`config.mk`:
```
export PLATFORM = sky130hd
export DESIGN_NAME = coolant_temp_safety_interlock_unit
export DESIGN_NICKNAME = d
export VERILOG_FILES = /design/src/sv/ctsi_pkg.sv /design/src/sv/coolant_temp_safety_interlock_unit.sv
export SDC_FILE = /design/constraint.sdc
export NUM_CORES = 1
export LEC_CHECK = 0
export BUFFER_PORTS_ARGS = -buffer_cell sky130_fd_sc_hd__buf_2
export CAP_MARGIN = 20
export CELL_PAD_IN_SITES_DETAIL_PLACEMENT = 1
export CELL_PAD_IN_SITES_GLOBAL_PLACEMENT = 1
export CORE_MARGIN = 2
export CORE_UTILIZATION = 50
export DETAILED_ROUTE_END_ITERATION = 8
export PLACE_DENSITY = 0.92
export SLEW_MARGIN = 15
export SYNTH_ARGS = -nofsm -noshare
export SYNTH_HDL_FRONTEND = slang
export SYNTH_SLANG_ARGS = --single-unit
```
`constraint.sdc`:
```
create_clock -name clk -period 21.4 [get_ports clk]
set_input_delay 2.14 -clock clk [delete_from_list [all_inputs] [get_ports clk]]
set_output_delay 2.14 -clock clk [all_outputs]
set_load 0.02 [all_outputs]
```
`src/sv/ctsi_pkg.sv`:
```
// Package with the constants and register indexes of the coolant temperature interlock.
`timescale 1ns / 1ps

package ctsi_pkg;

  localparam int unsigned CFG_INDEX_W = 4;
  localparam int unsigned CFG_DATA_W  = 22;

  localparam logic [CFG_INDEX_W-1:0] CFG_TEMP_LIMIT    = 4'd0;
  localparam logic [CFG_INDEX_W-1:0] CFG_WATER_PRESENT = 4'd1;
  localparam logic [CFG_INDEX_W-1:0] CFG_TEMP_PRESENT  = 4'd2;
  localparam logic [CFG_INDEX_W-1:0] CFG_SAMPLE_PERIOD = 4'd3;

  localparam logic [6:0]  TEMP_LIMIT_RESET    = 7'd55;
  localparam logic [21:0] SAMPLE_PERIOD_RESET = 22'd450000;

  localparam logic [11:0] WATER_DEFAULT = 12'd1000;
  localparam logic [11:0] WATER_LOW     = 12'd600;
  // floor(x / 5) == (x * 52429) >> 18 for every x below 81920.
  localparam logic [15:0] RECIP_FIVE    = 16'd52429;
  localparam int unsigned RECIP_SHIFT   = 18;

  localparam logic signed [5:0] FAULT_MAX        = 6'sd20;
  localparam logic signed [5:0] FAULT_REARM      = 6'sd12;
  localparam logic signed [5:0] FAULT_INIT       = 6'sd10;
  localparam logic signed [5:0] FAULT_BUZZ_BELOW = 6'sd8;

  localparam logic [3:0] RECOVER_START   = 4'd10;
  localparam logic [1:0] MISS_RESET      = 2'd3;
  localparam logic [1:0] MISS_AFTER_READ = 2'd2;

endpackage

```
`src/sv/coolant_temp_safety_interlock_unit.sv`:
```
// Top level of the coolant flow and temperature safety interlock.
`timescale 1ns / 1ps

// Usage:
// The input channel (in_valid/in_ready) carries one timestamped sensor snapshot per
// transaction. A snapshot is evaluated only when more than sample_period_us
// microseconds (32-bit wrapping difference) have passed since the last evaluated one;
// other snapshots are consumed and produce nothing.
// Each evaluated snapshot yields one transaction on the output channel
// (out_valid/out_ready) with the buzzer level, pause and sensor requests, the
// smoothed water level, the held temperature and the fault flag.
// Path: a snapshot accepted on the input channel lands in the input register, is
// evaluated by combinational logic and its result goes into the output register.
// Throughput is one snapshot per cycle while the output register has room; the state
// registers load with the output, so an evaluating snapshot waits only for room.
// When the receiver stalls, the result waits in the output register and the input
// register still retires snapshots that do not evaluate; an evaluating snapshot
// holds in the input register until the output register frees up.
// Configuration writes (cfg_valid/cfg_ready) are always accepted and are
// meant to happen while the block is idle. Synchronous reset restores all
// configuration and state to defaults and empties both registers.
module coolant_temp_safety_interlock_unit (
  input  logic                                 clk,
  input  logic                                 rst_n,
  input  logic                                 in_valid,
  output logic                                 in_ready,
  input  logic [31:0]                          in_now_us,
  input  logic [11:0]                          in_water_sample,
  input  logic signed [11:0]                   in_temp_sample,
  input  logic                                 in_temp_ready,
  input  logic                                 in_job_running,
  input  logic                                 in_job_paused,
  output logic                                 out_valid,
  input  logic                                 out_ready,
  output logic                                 out_buzzer_on,
  output logic                                 out_pause_request,
  output logic                                 out_start_conversion,
  output logic                                 out_restart_sensor,
  output logic [11:0]                          out_water_level,
  output logic signed [11:0]                   out_temperature,
  output logic                                 out_fault_now,
  input  logic                                 cfg_valid,
  output logic                                 cfg_ready,
  input  logic [ctsi_pkg::CFG_INDEX_W-1:0]     cfg_index,
  input  logic [ctsi_pkg::CFG_DATA_W-1:0]      cfg_data
);

  // Configuration registers.
  logic [6:0]  temp_limit_r;
  logic        water_present_r;
  logic        temp_present_r;
  logic [21:0] period_r;

  // Input register.
  logic               in_valid_r;
  logic [31:0]        now_r;
  logic [11:0]        water_samp_r;
  logic signed [11:0] temp_samp_r;
  logic               temp_rdy_r;
  logic               running_r;
  logic               paused_r;

  // Evaluation state.
  logic [31:0]        last_eval_r;
  logic [11:0]        water_avg_r;
  logic signed [11:0] temp_held_r;
  logic signed [5:0]  fault_count_r;
  logic [3:0]         recover_count_r;
  logic               buzzer_r;
  logic [1:0]         miss_count_r;

  // Output register.
  logic               out_valid_r;
  logic               buzzer_out_r;
  logic               pause_req_r;
  logic               start_conv_r;
  logic               restart_r;
  logic [11:0]        water_out_r;
  logic signed [11:0] temp_out_r;
  logic               fault_out_r;

  // Next values.
  logic [31:0]        elapsed;
  logic               eval;
  logic               retire;
  logic               load_out;
  logic [14:0]        water_sum;
  logic [30:0]        water_prod;
  logic [11:0]        water_avg_nxt;
  logic signed [11:0] temp_held_nxt;
  logic [1:0]         miss_dec;
  logic [1:0]         miss_count_nxt;
  logic               start_conv_nxt;
  logic               restart_nxt;
  logic signed [12:0] temp_ext;
  logic signed [12:0] limit_ext;
  logic               fault_nxt;
  logic signed [5:0]  fc_dec;
  logic signed [5:0]  fault_count_nxt;
  logic [3:0]         rc_dec;
  logic [3:0]         recover_count_nxt;
  logic               buzzer_nxt;
  logic               pause_req_nxt;

  assign cfg_ready = 1'b1;

  always_ff @(posedge clk) begin
    if (!rst_n) begin
      temp_limit_r    <= ctsi_pkg::TEMP_LIMIT_RESET;
      water_present_r <= 1'b0;
      temp_present_r  <= 1'b0;
      period_r        <= ctsi_pkg::SAMPLE_PERIOD_RESET;
    end else if (cfg_valid) begin
      case (cfg_index)
        ctsi_pkg::CFG_TEMP_LIMIT:    temp_limit_r    <= cfg_data[6:0];
        ctsi_pkg::CFG_WATER_PRESENT: water_present_r <= cfg_data[0];
        ctsi_pkg::CFG_TEMP_PRESENT:  temp_present_r  <= cfg_data[0];
        ctsi_pkg::CFG_SAMPLE_PERIOD: period_r        <= cfg_data;
        default: ;
      endcase
    end
  end

  // Handshake: a non-evaluating snapshot always retires; an evaluating one needs
  // room in the output register.
  assign elapsed  = now_r - last_eval_r;
  assign eval     = elapsed > {10'd0, period_r};
  assign load_out = in_valid_r && eval && (!out_valid_r || out_ready);
  assign retire   = in_valid_r && (!eval || !out_valid_r || out_ready);
  assign in_ready = !in_valid_r || retire;

  always_ff @(posedge clk) begin
    if (!rst_n) begin
      in_valid_r <= 1'b0;
    end else if (in_ready) begin
      in_valid_r <= in_valid;
    end
  end

  always_ff @(posedge clk) begin
    if (in_valid && in_ready) begin
      now_r        <= in_now_us;
      water_samp_r <= in_water_sample;
      temp_samp_r  <= in_temp_sample;
      temp_rdy_r   <= in_temp_ready;
      running_r    <= in_job_running;
      paused_r     <= in_job_paused;
    end
  end

  always_comb begin
    water_sum  = {1'b0, water_avg_r, 2'b00} + {3'd0, water_samp_r};
    water_prod = {16'd0, water_sum} * {15'd0, ctsi_pkg::RECIP_FIVE};
    if (water_present_r) begin
      water_avg_nxt = water_prod[ctsi_pkg::RECIP_SHIFT +: 12];
    end else begin
      water_avg_nxt = ctsi_pkg::WATER_DEFAULT;
    end

    temp_held_nxt  = temp_held_r;
    miss_count_nxt = miss_count_r;
    start_conv_nxt = 1'b0;
    restart_nxt    = 1'b0;
    miss_dec       = miss_count_r - 2'd1;
    if (temp_present_r) begin
      if (temp_rdy_r) begin
        temp_held_nxt  = temp_samp_r;
        miss_count_nxt = ctsi_pkg::MISS_AFTER_READ;
        start_conv_nxt = 1'b1;
      end else if (miss_dec == 2'd0) begin
        miss_count_nxt = ctsi_pkg::MISS_RESET;
        restart_nxt    = 1'b1;
        start_conv_nxt = 1'b1;
      end else begin
        miss_count_nxt = miss_dec;
      end
    end

    temp_ext  = {temp_held_nxt[11], temp_held_nxt};
    limit_ext = {2'b00, temp_limit_r, 4'b0000};
    fault_nxt = (water_avg_nxt < ctsi_pkg::WATER_LOW) || (temp_ext > limit_ext);

    fc_dec            = fault_count_r - 6'sd1;
    rc_dec            = recover_count_r - 4'd1;
    fault_count_nxt   = fault_count_r;
    recover_count_nxt = recover_count_r;
    buzzer_nxt        = buzzer_r;
    pause_req_nxt     = 1'b0;
    if (fault_nxt) begin
      fault_count_nxt = fc_dec;
      if (fc_dec < ctsi_pkg::FAULT_BUZZ_BELOW) begin
        // Minus one has its low bit set, so it buzzes like any odd count.
        buzzer_nxt = fc_dec[0];
        if (fc_dec < 6'sd0) begin
          if (running_r && !paused_r) begin
            pause_req_nxt     = 1'b1;
            recover_count_nxt = ctsi_pkg::RECOVER_START;
          end
          fault_count_nxt = ctsi_pkg::FAULT_REARM;
        end
      end
    end else if (recover_count_r == 4'd0) begin
      buzzer_nxt = 1'b0;
      if (fault_count_r < ctsi_pkg::FAULT_MAX) begin
        fault_count_nxt = fault_count_r + 6'sd1;
      end else begin
        fault_count_nxt = ctsi_pkg::FAULT_MAX;
      end
    end else begin
      buzzer_nxt        = recover_count_r[0];
      recover_count_nxt = (rc_dec < 4'd2) ? 4'd0 : rc_dec;
    end
  end

  always_ff @(posedge clk) begin
    if (!rst_n) begin
      last_eval_r     <= 32'd0;
      water_avg_r     <= ctsi_pkg::WATER_DEFAULT;
      temp_held_r     <= 12'sd0;
      fault_count_r   <= ctsi_pkg::FAULT_INIT;
      recover_count_r <= 4'd0;
      buzzer_r        <= 1'b0;
      miss_count_r    <= ctsi_pkg::MISS_RESET;
    end else if (load_out) begin
      last_eval_r     <= now_r;
      water_avg_r     <= water_avg_nxt;
      temp_held_r     <= temp_held_nxt;
      fault_count_r   <= fault_count_nxt;
      recover_count_r <= recover_count_nxt;
      buzzer_r        <= buzzer_nxt;
      miss_count_r    <= miss_count_nxt;
    end
  end

  always_ff @(posedge clk) begin
    if (!rst_n) begin
      out_valid_r <= 1'b0;
    end else if (load_out) begin
      out_valid_r <= 1'b1;
    end else if (out_ready) begin
      out_valid_r <= 1'b0;
    end
  end

  always_ff @(posedge clk) begin
    if (load_out) begin
      buzzer_out_r <= buzzer_nxt;
      pause_req_r  <= pause_req_nxt;
      start_conv_r <= start_conv_nxt;
      restart_r    <= restart_nxt;
      water_out_r  <= water_avg_nxt;
      temp_out_r   <= temp_held_nxt;
      fault_out_r  <= fault_nxt;
    end
  end

  assign out_valid            = out_valid_r;
  assign out_buzzer_on        = buzzer_out_r;
  assign out_pause_request    = pause_req_r;
  assign out_start_conversion = start_conv_r;
  assign out_restart_sensor   = restart_r;
  assign out_water_level      = water_out_r;
  assign out_temperature      = temp_out_r;
  assign out_fault_now        = fault_out_r;

`ifndef SYNTHESIS
  a_fault_count_range: assert property (@(posedge clk) disable iff (!rst_n)
    (fault_count_r >= 6'sd0) && (fault_count_r <= ctsi_pkg::FAULT_MAX))
    else $error("fault count left its range");

  a_recover_count_range: assert property (@(posedge clk) disable iff (!rst_n)
    (recover_count_r != 4'd1) && (recover_count_r <= ctsi_pkg::RECOVER_START))
    else $error("recovery count holds an impossible value");

  a_miss_count_nonzero: assert property (@(posedge clk) disable iff (!rst_n)
    miss_count_r != 2'd0)
    else $error("sensor miss count reached zero");

  a_pause_needs_fault: assert property (@(posedge clk) disable iff (!rst_n)
    (out_valid_r && pause_req_r) |-> fault_out_r)
    else $error("pause request without a fault");

  a_restart_starts: assert property (@(posedge clk) disable iff (!rst_n)
    (out_valid_r && restart_r) |-> start_conv_r)
    else $error("sensor restart without a new conversion");

  a_state_moves_with_result: assert property (@(posedge clk) disable iff (!rst_n)
    load_out |=> (out_valid_r && (last_eval_r == $past(now_r))))
    else $error("evaluation did not update the timestamp and the result together");
`endif

endmodule
```
[After elaboration in Yosys (flattened, before gate mapping)]
Index checks and enable logic that the tools add are counted.
W data, S select, Z words.
Word-level totals
  flip-flop bits (word level): 190
  output and inout port bits: 32
Operators by class
  magnitude comparators: 7
  add/sub/neg operators: 6
  $mul: 1
  eq/ne operators: 7
  reduce and logical (&&, ||, !) cells: 28
  bitwise logic cells: 1
  muxes and demuxes: 24
Operators with widths (count)
  $mux W12: 3
  $gt A32 B22 Y1: 1
  $sub A32 B32 Y32: 1
  $mul A15 B16 Y30 const B: 1
  $mux W6: 5
  $mux W4: 6
  $add A14 B12 Y15: 1
  $gt A12 B12 Y1: 1
  $lt A12 B10 Y1 const B: 1
  $reduce_and A2 Y1: 6
  $eq A4 B2 Y1 const B: 2
  $logic_not A4 Y1: 2
  $mux W1: 8
  $add A6 B2 Y6 const B: 1
  $lt A6 B1 Y1 const B: 1
  $lt A6 B5 Y1 const B: 1
  $lt A6 B6 Y1 const B: 1
  $ne A2 B1 Y1 const B: 3
  $sub A6 B2 Y6 const B: 1
  $logic_and A1 B1 Y1: 5
  $logic_or A1 B1 Y1: 5
  $reduce_and A5 Y1: 1
  $eq A4 B1 Y1 const B: 1
  $logic_not A1 Y1: 4
  other kinds (10): 12

[Longest topological paths before layout]
  word-level depth: 8
  depth in mapped cells: 36
  depth with buffers taken out: 35

[Worst setup path before layout]
No wires, ideal clock.
  kind: flip-flop to flip-flop
  start: register water_samp_r[3]
  end: register recover_count_r[0]
  path buffers: 0
  slack: 13002 ps
  data required time: 21268 ps
  cell stages (with the launch flop): 33
  library setup time: 132 ps
  arrival: 8265 ps
  path through: edfxtp_1 > ha_1 > a211oi_1 > nor2_1 > o31ai_1 > a21boi_1 > o21ai_0 > nand2b_1 > a21oi_1 > nor2b_1 > o21a_1 > xnor2_1 > inv_1 > ha_1 > fa_1 > inv_1 > fa_1 > fa_1 > inv_1 > fa_1 > fa_1 > ha_1 > a21oi_1 > o211ai_1 > or3_1 > a311oi_1 > mux2_2 > a311oi_1 > o21ai_4 > inv_4 > mux2_4 > o21ai_0 > a21oi_1
On the way
  longest elaborated chain between the ends: 7
  elaborated cells between the ends (all ways): 11
  those cells by class: 1 x add/sub; 1 x mul; 1 x order compare; 4 x eq/ne; 2 x mux; 2 x reduce/logical
RTL lines
  start: declaration: RTL line coolant_temp_safety_interlock_unit.sv:57  | logic [11:0] water_samp_r;
  start signal: assignment: RTL line coolant_temp_safety_interlock_unit.sv:143  | water_samp_r <= in_water_sample;
  $add A14 B12 Y15 *: RTL line coolant_temp_safety_interlock_unit.sv:152  | water_sum = {1'b0, water_avg_r, 2'b00} + {3'd0, water_samp_r};
  $mul A15 B16 Y30 *: RTL line coolant_temp_safety_interlock_unit.sv:153  | water_prod = {16'd0, water_sum} * {15'd0, ctsi_pkg::RECIP_FIVE};
  $mux W12 *: RTL line coolant_temp_safety_interlock_unit.sv:154  | if (water_present_r) begin
  net water_avg_nxt[7]: RTL line coolant_temp_safety_interlock_unit.sv:89  | logic [11:0] water_avg_nxt;
  $lt A12 B10 Y1 *: RTL line coolant_temp_safety_interlock_unit.sv:181  | fault_nxt = (water_avg_nxt < ctsi_pkg::WATER_LOW) || (temp_ext > limit_ext);
  $logic_or A1 B1 Y1 *: RTL line coolant_temp_safety_interlock_unit.sv:181
  net fault_nxt: RTL line coolant_temp_safety_interlock_unit.sv:97  | logic fault_nxt;
  $ne A2 B1 Y1 (no line) / $ne A2 B2 Y1 (equally long branches)
  $reduce_and A5 Y1 (no line)
  end signal: assignment: RTL line coolant_temp_safety_interlock_unit.sv:229  | recover_count_r <= recover_count_nxt;
  end: declaration: RTL line coolant_temp_safety_interlock_unit.sv:68  | logic [3:0] recover_count_r;
Mark *: on every way through the listed nets, which the timed path passes. The rest lies on a longest branch.
A chain may end at the register's enable or synchronous reset.

[Final worst setup path]
  start: register water_samp_r[3]
  end: register recover_count_r[0]
On the way
  longest elaborated chain between the ends: 7
  elaborated cells between the ends (all ways): 11
  those cells by class: 1 x add/sub; 1 x mul; 1 x order compare; 4 x eq/ne; 2 x mux; 2 x reduce/logical
RTL lines (RTL line)
  $add A14 B12 Y15 *: coolant_temp_safety_interlock_unit.sv:152
  $mul A15 B16 Y30 *: coolant_temp_safety_interlock_unit.sv:153
  $mux W12 *: coolant_temp_safety_interlock_unit.sv:154
  $lt A12 B10 Y1 *: coolant_temp_safety_interlock_unit.sv:181
  $logic_or A1 B1 Y1 *: coolant_temp_safety_interlock_unit.sv:181
  net fault_nxt: coolant_temp_safety_interlock_unit.sv:97
  $ne A2 B1 Y1 (no line) / $ne A2 B2 Y1 (equally long branches)
  $reduce_and A5 Y1 (no line)
Marked as above.

==> results.py <==
metrics = {
    "drt": {
        "drc": 0,
        "wirelength_um": 39100,
        "wl_per_cell_um": 20.3,
        "first_iter_violations": 532,
        "avgViaCountPerCell": 5.76,
        "dr.pass1.iters": 5,
        "vias": 11100,
        "ant_nets": 0,
    },
    "power_and_ir_drop": {
        "pwr-share-seq_pct": 17.0,
        "p_leak_nw": 6.89,
        "switching_power_mw": 1.20,
        "p_per_area_nw_per_um2": 157,
        "internal-power_mw": 1.21,
        "ir_drop_uv": 150,
        "power_frac_comb_pct": 70.8,
        "p_sw_share_pct": 49.9,
        "pwr-share-clk_pct": 12.3,
    },
    "grt": {
        "grt_pass1_vias": 12100,
        "grt_max_degree": 63,
        "grt.total_usage_pct": 27.4,
        "grt_pass1_wl_um": 62100,
        "grt.overflow.total": 0,
        "antenna_found_initial": 2,
    },
    "setup_path": {
        "crit_path_top_delay_cell": "fa_1",
        "cpPeakStageDelay_ns": 0.57,
        "worstSetupEndpointType": "flop",
        "worstPathMaxFanout": 10,
        "cp.required_ns": 21.71,
        "cp_top_family": "adder cells",
        "timing.rr.end": "recover_count_r[0]",
        "r2r_slack_ns": 11.84,
        "cp.arrival_ns": 9.87,
        "crit_path_start_kind": "flop",
        "path_buf_inv": 6,
        "timing.rr.start": "water_samp_r[3]",
        "cp.depth": 35,
        "worstRegToRegCells": 35,
        "path_class": "reg2reg",
    },
    "floorplanning": {
        "initial_core_util_pct": 50.4,
        "core_um2": 27600,
        "pin_count": 122,
        "dieHeight_um": 171,
        "rows": 61,
        "dieArea_um2": 29100,
        "die_w_um": 171,
    },
    "cells_and_area": {
        "fin_nets": 1861,
        "num-fill-cells": 3162,
        "multi_input_area_um2": 8230,
        "fin_cells": 1921,
        "final_area_um2": 15300,
        "drive_above_1_share_pct": 11.8,
        "register_area_um2": 4680,
        "utilization_pct": 55.6,
        "area_delta_synth_final_pct": 10.4,
    },
    "clock_network": {
        "path_clk_slew_ns": 0.07,
        "cts_hold_buf": 0,
        "cts_resized": 0,
        "cts.root.buffer_cell": "clkbuf_16",
        "insertion_delay_ns": 0.44,
        "clock_path_buffers": 2,
        "cts_tree": "built",
        "cts_made_buffers": 17,
        "cts_htree_levels": 4,
        "postCtsSetupBuffers": 0,
        "cts.sinks": 190,
    },
    "run": {
        "maxCapViolCount": 0,
    },
    "placement": {
        "port_buffers": 120,
        "dp_hpwl_um": 30800,
        "gp_congestion": 0.901,
        "placed_area_um2": 14800,
        "place_inst": 1888,
    },
    "synthesis": {
        "syn_area_per_cell_um2": 9.76,
        "synth_edf_count": 88,
        "seq_area_frac_synth_pct": 33.7,
        "yosysTopAreaCellShare_pct": 19.0,
        "synth_top_cells_by_count": "inv_1, ha_1, dfxtp_1",
        "ys_seq_elements": 190,
        "synth_most_common_cell": "inv_1",
        "synth_area_um2": 13900,
        "syn_inst": 1424,
        "yosysWarnings": 0,
        "yosysTopAreaCell": "edfxtp_1",
        "async_flop_share_pct": 0,
        "synth_area_leaders": "edfxtp_1, ha_1, dfxtp_1, fa_1, inv_1",
        "ys_types": 77,
        "synth_nets": 1756,
        "synthFlopType": "dfxtp_1",
    },
    "hold_path": {
        "whs_path_depth": 2,
        "min_from": "period_r[5]",
        "worstHoldEndpoint": "period_r[5]",
        "hp-class": "reg2reg",
    },
    "timing": {
        "finalMaxSlewViolations": 0,
        "rsz0062_at_grt": "false",
        "timing_hold_violations_final": 0,
        "setup_viol": 0,
        "clock_skew_ns": 0.0158,
        "fin_crit_sh_pct": 44.7,
        "max_slew.worst_pin.slew_ns": 1.06,
        "finalCriticalPeriod_ns": 9.56,
        "fmax_mhz": 105,
        "slew_headroom_pct": 29.1,
        "fin_tns_setup_ns": 0,
    },
    "status": {
        "status": "finished clean",
    },
}
## through the flow
step | hold slack, ns | worst slack [ns] | total power, mW
floorplan | 0.436 | 13.00 | 1.63
global placement | 0.444 | 12.39 | 2.00
detailed placement | 0.457 | 12.01 | 2.08
CTS | 0.468 | 11.89 | 2.39
global route | 0.475 | 11.05 | 2.64
finish | 0.468 | 11.84 | 2.41
## power by group through the flow
stage	logic (mW)	clock network, mW	registers (mW)
6_report	1.70	0.296	0.408
5_1_grt	1.92	0.310	0.410
4_1_cts	1.68	0.297	0.408
3_5_place_dp	1.67	0	0.416
3_3_place_gp	1.58	0	0.415
2_1_floorplan	1.22	0	0.415
## layer usage
metal	wire (um)	part of all wire, %	vias up	GRT usage, %
met5	13	0.033	-	0
met3	1700	4.3	79	4.90
met2	19300	49	282	48.2
li1	-	-	5190	-
met4	1260	3.2	2	10.1
met1	16800	43	5511	33.5
## flip-flops by register name, summed over array words and instances, names as in the netlist, 4 cells and up
name	count
period_r	22
out_water_level	12
water_samp_r	12
temp_samp_r	12
temp_limit_r	7
out_temperature	12
recover_count_r	4
temp_held_r	12
water_avg_r	12
last_eval_r	32
fault_count_r	6
now_r	32
## final cells by class
| cell class | instances | area share [%] |
|---|---|---|
| Antenna cell | 1 | 0.0163 |
| Sequential cell | 190 | 30.6 |
| Clock inverter | 12 | 0.571 |
| Tap cell | 378 | 3.08 |
| Multi-Input combinational cell | 988 | 53.7 |
| Clock buffer | 20 | 2.85 |
| Inverter | 207 | 5.10 |
| Timing Repair Buffer | 125 | 4.16 |
## tightest hold or removal path: stages, from the launching register on
cell     delay (ns)
dfxtp_1        0.32
nand2_1        0.05
a21oi_1        0.05
## worst max path at each step
stage | from | to
after global placement | water_samp_r[3] | recover_count_r[0]
after global routing | water_samp_r[3] | fault_count_r[2]
final | water_samp_r[3] | recover_count_r[0]
after CTS | water_samp_r[3] | recover_count_r[0]
after detailed placement | water_samp_r[3] | recover_count_r[0]
after floorplan | water_samp_r[3] | recover_count_r[0]
## layout by cell type (no fill, tap or decap), types with 4 or more instances in the layout
master / Yosys / layout
inv_1: 204 / 204
ha_1: 182 / 182
buf_2: 5 / 120
dfxtp_1: 102 / 102
nand2_1: 101 / 101
nor2_1: 96 / 96
a21oi_1: 90 / 90
edfxtp_1: 88 / 88
mux2i_1: 63 / 63
fa_1: 60 / 60
o21ai_0: 41 / 41
xnor2_1: 35 / 35
o211ai_1: 32 / 32
nand3_1: 21 / 21
nor3_1: 21 / 21
a21o_1: 20 / 20
o21a_1: 18 / 18
clkbuf_16: 0 / 17
xor2_1: 16 / 16
nand4_1: 14 / 14
nor2b_1: 13 / 12
a31oi_1: 11 / 11
nand2b_1: 11 / 11
mux2_2: 11 / 11
o21bai_1: 9 / 9
and3_1: 9 / 9
a211oi_1: 9 / 9
and2_1: 8 / 8
a211o_1: 7 / 7
and4_1: 6 / 6
nor3b_1: 6 / 6
a21boi_0: 6 / 6
o2111ai_1: 5 / 5
or3_1: 5 / 5
o21ai_1: 5 / 5
buf_4: 1 / 5
a41oi_1: 4 / 4
## cells by family (layout without fill, tap and decap cells)
group	Yosys count	after routing	share of synthesized area [%]
xor gates and xnor gates	52	52	3.38
adders and majority gates	242	242	25.0
other	1	2	0.0270
DFF	190	190	33.7
muxes	75	75	5.54
AOI/OAI and AO/OA	297	297	14.3
and+or+nand+nor	321	321	10.9
buffers and inverters	246	364	7.12
Note: power is estimated with default switching activity, not from simulation.
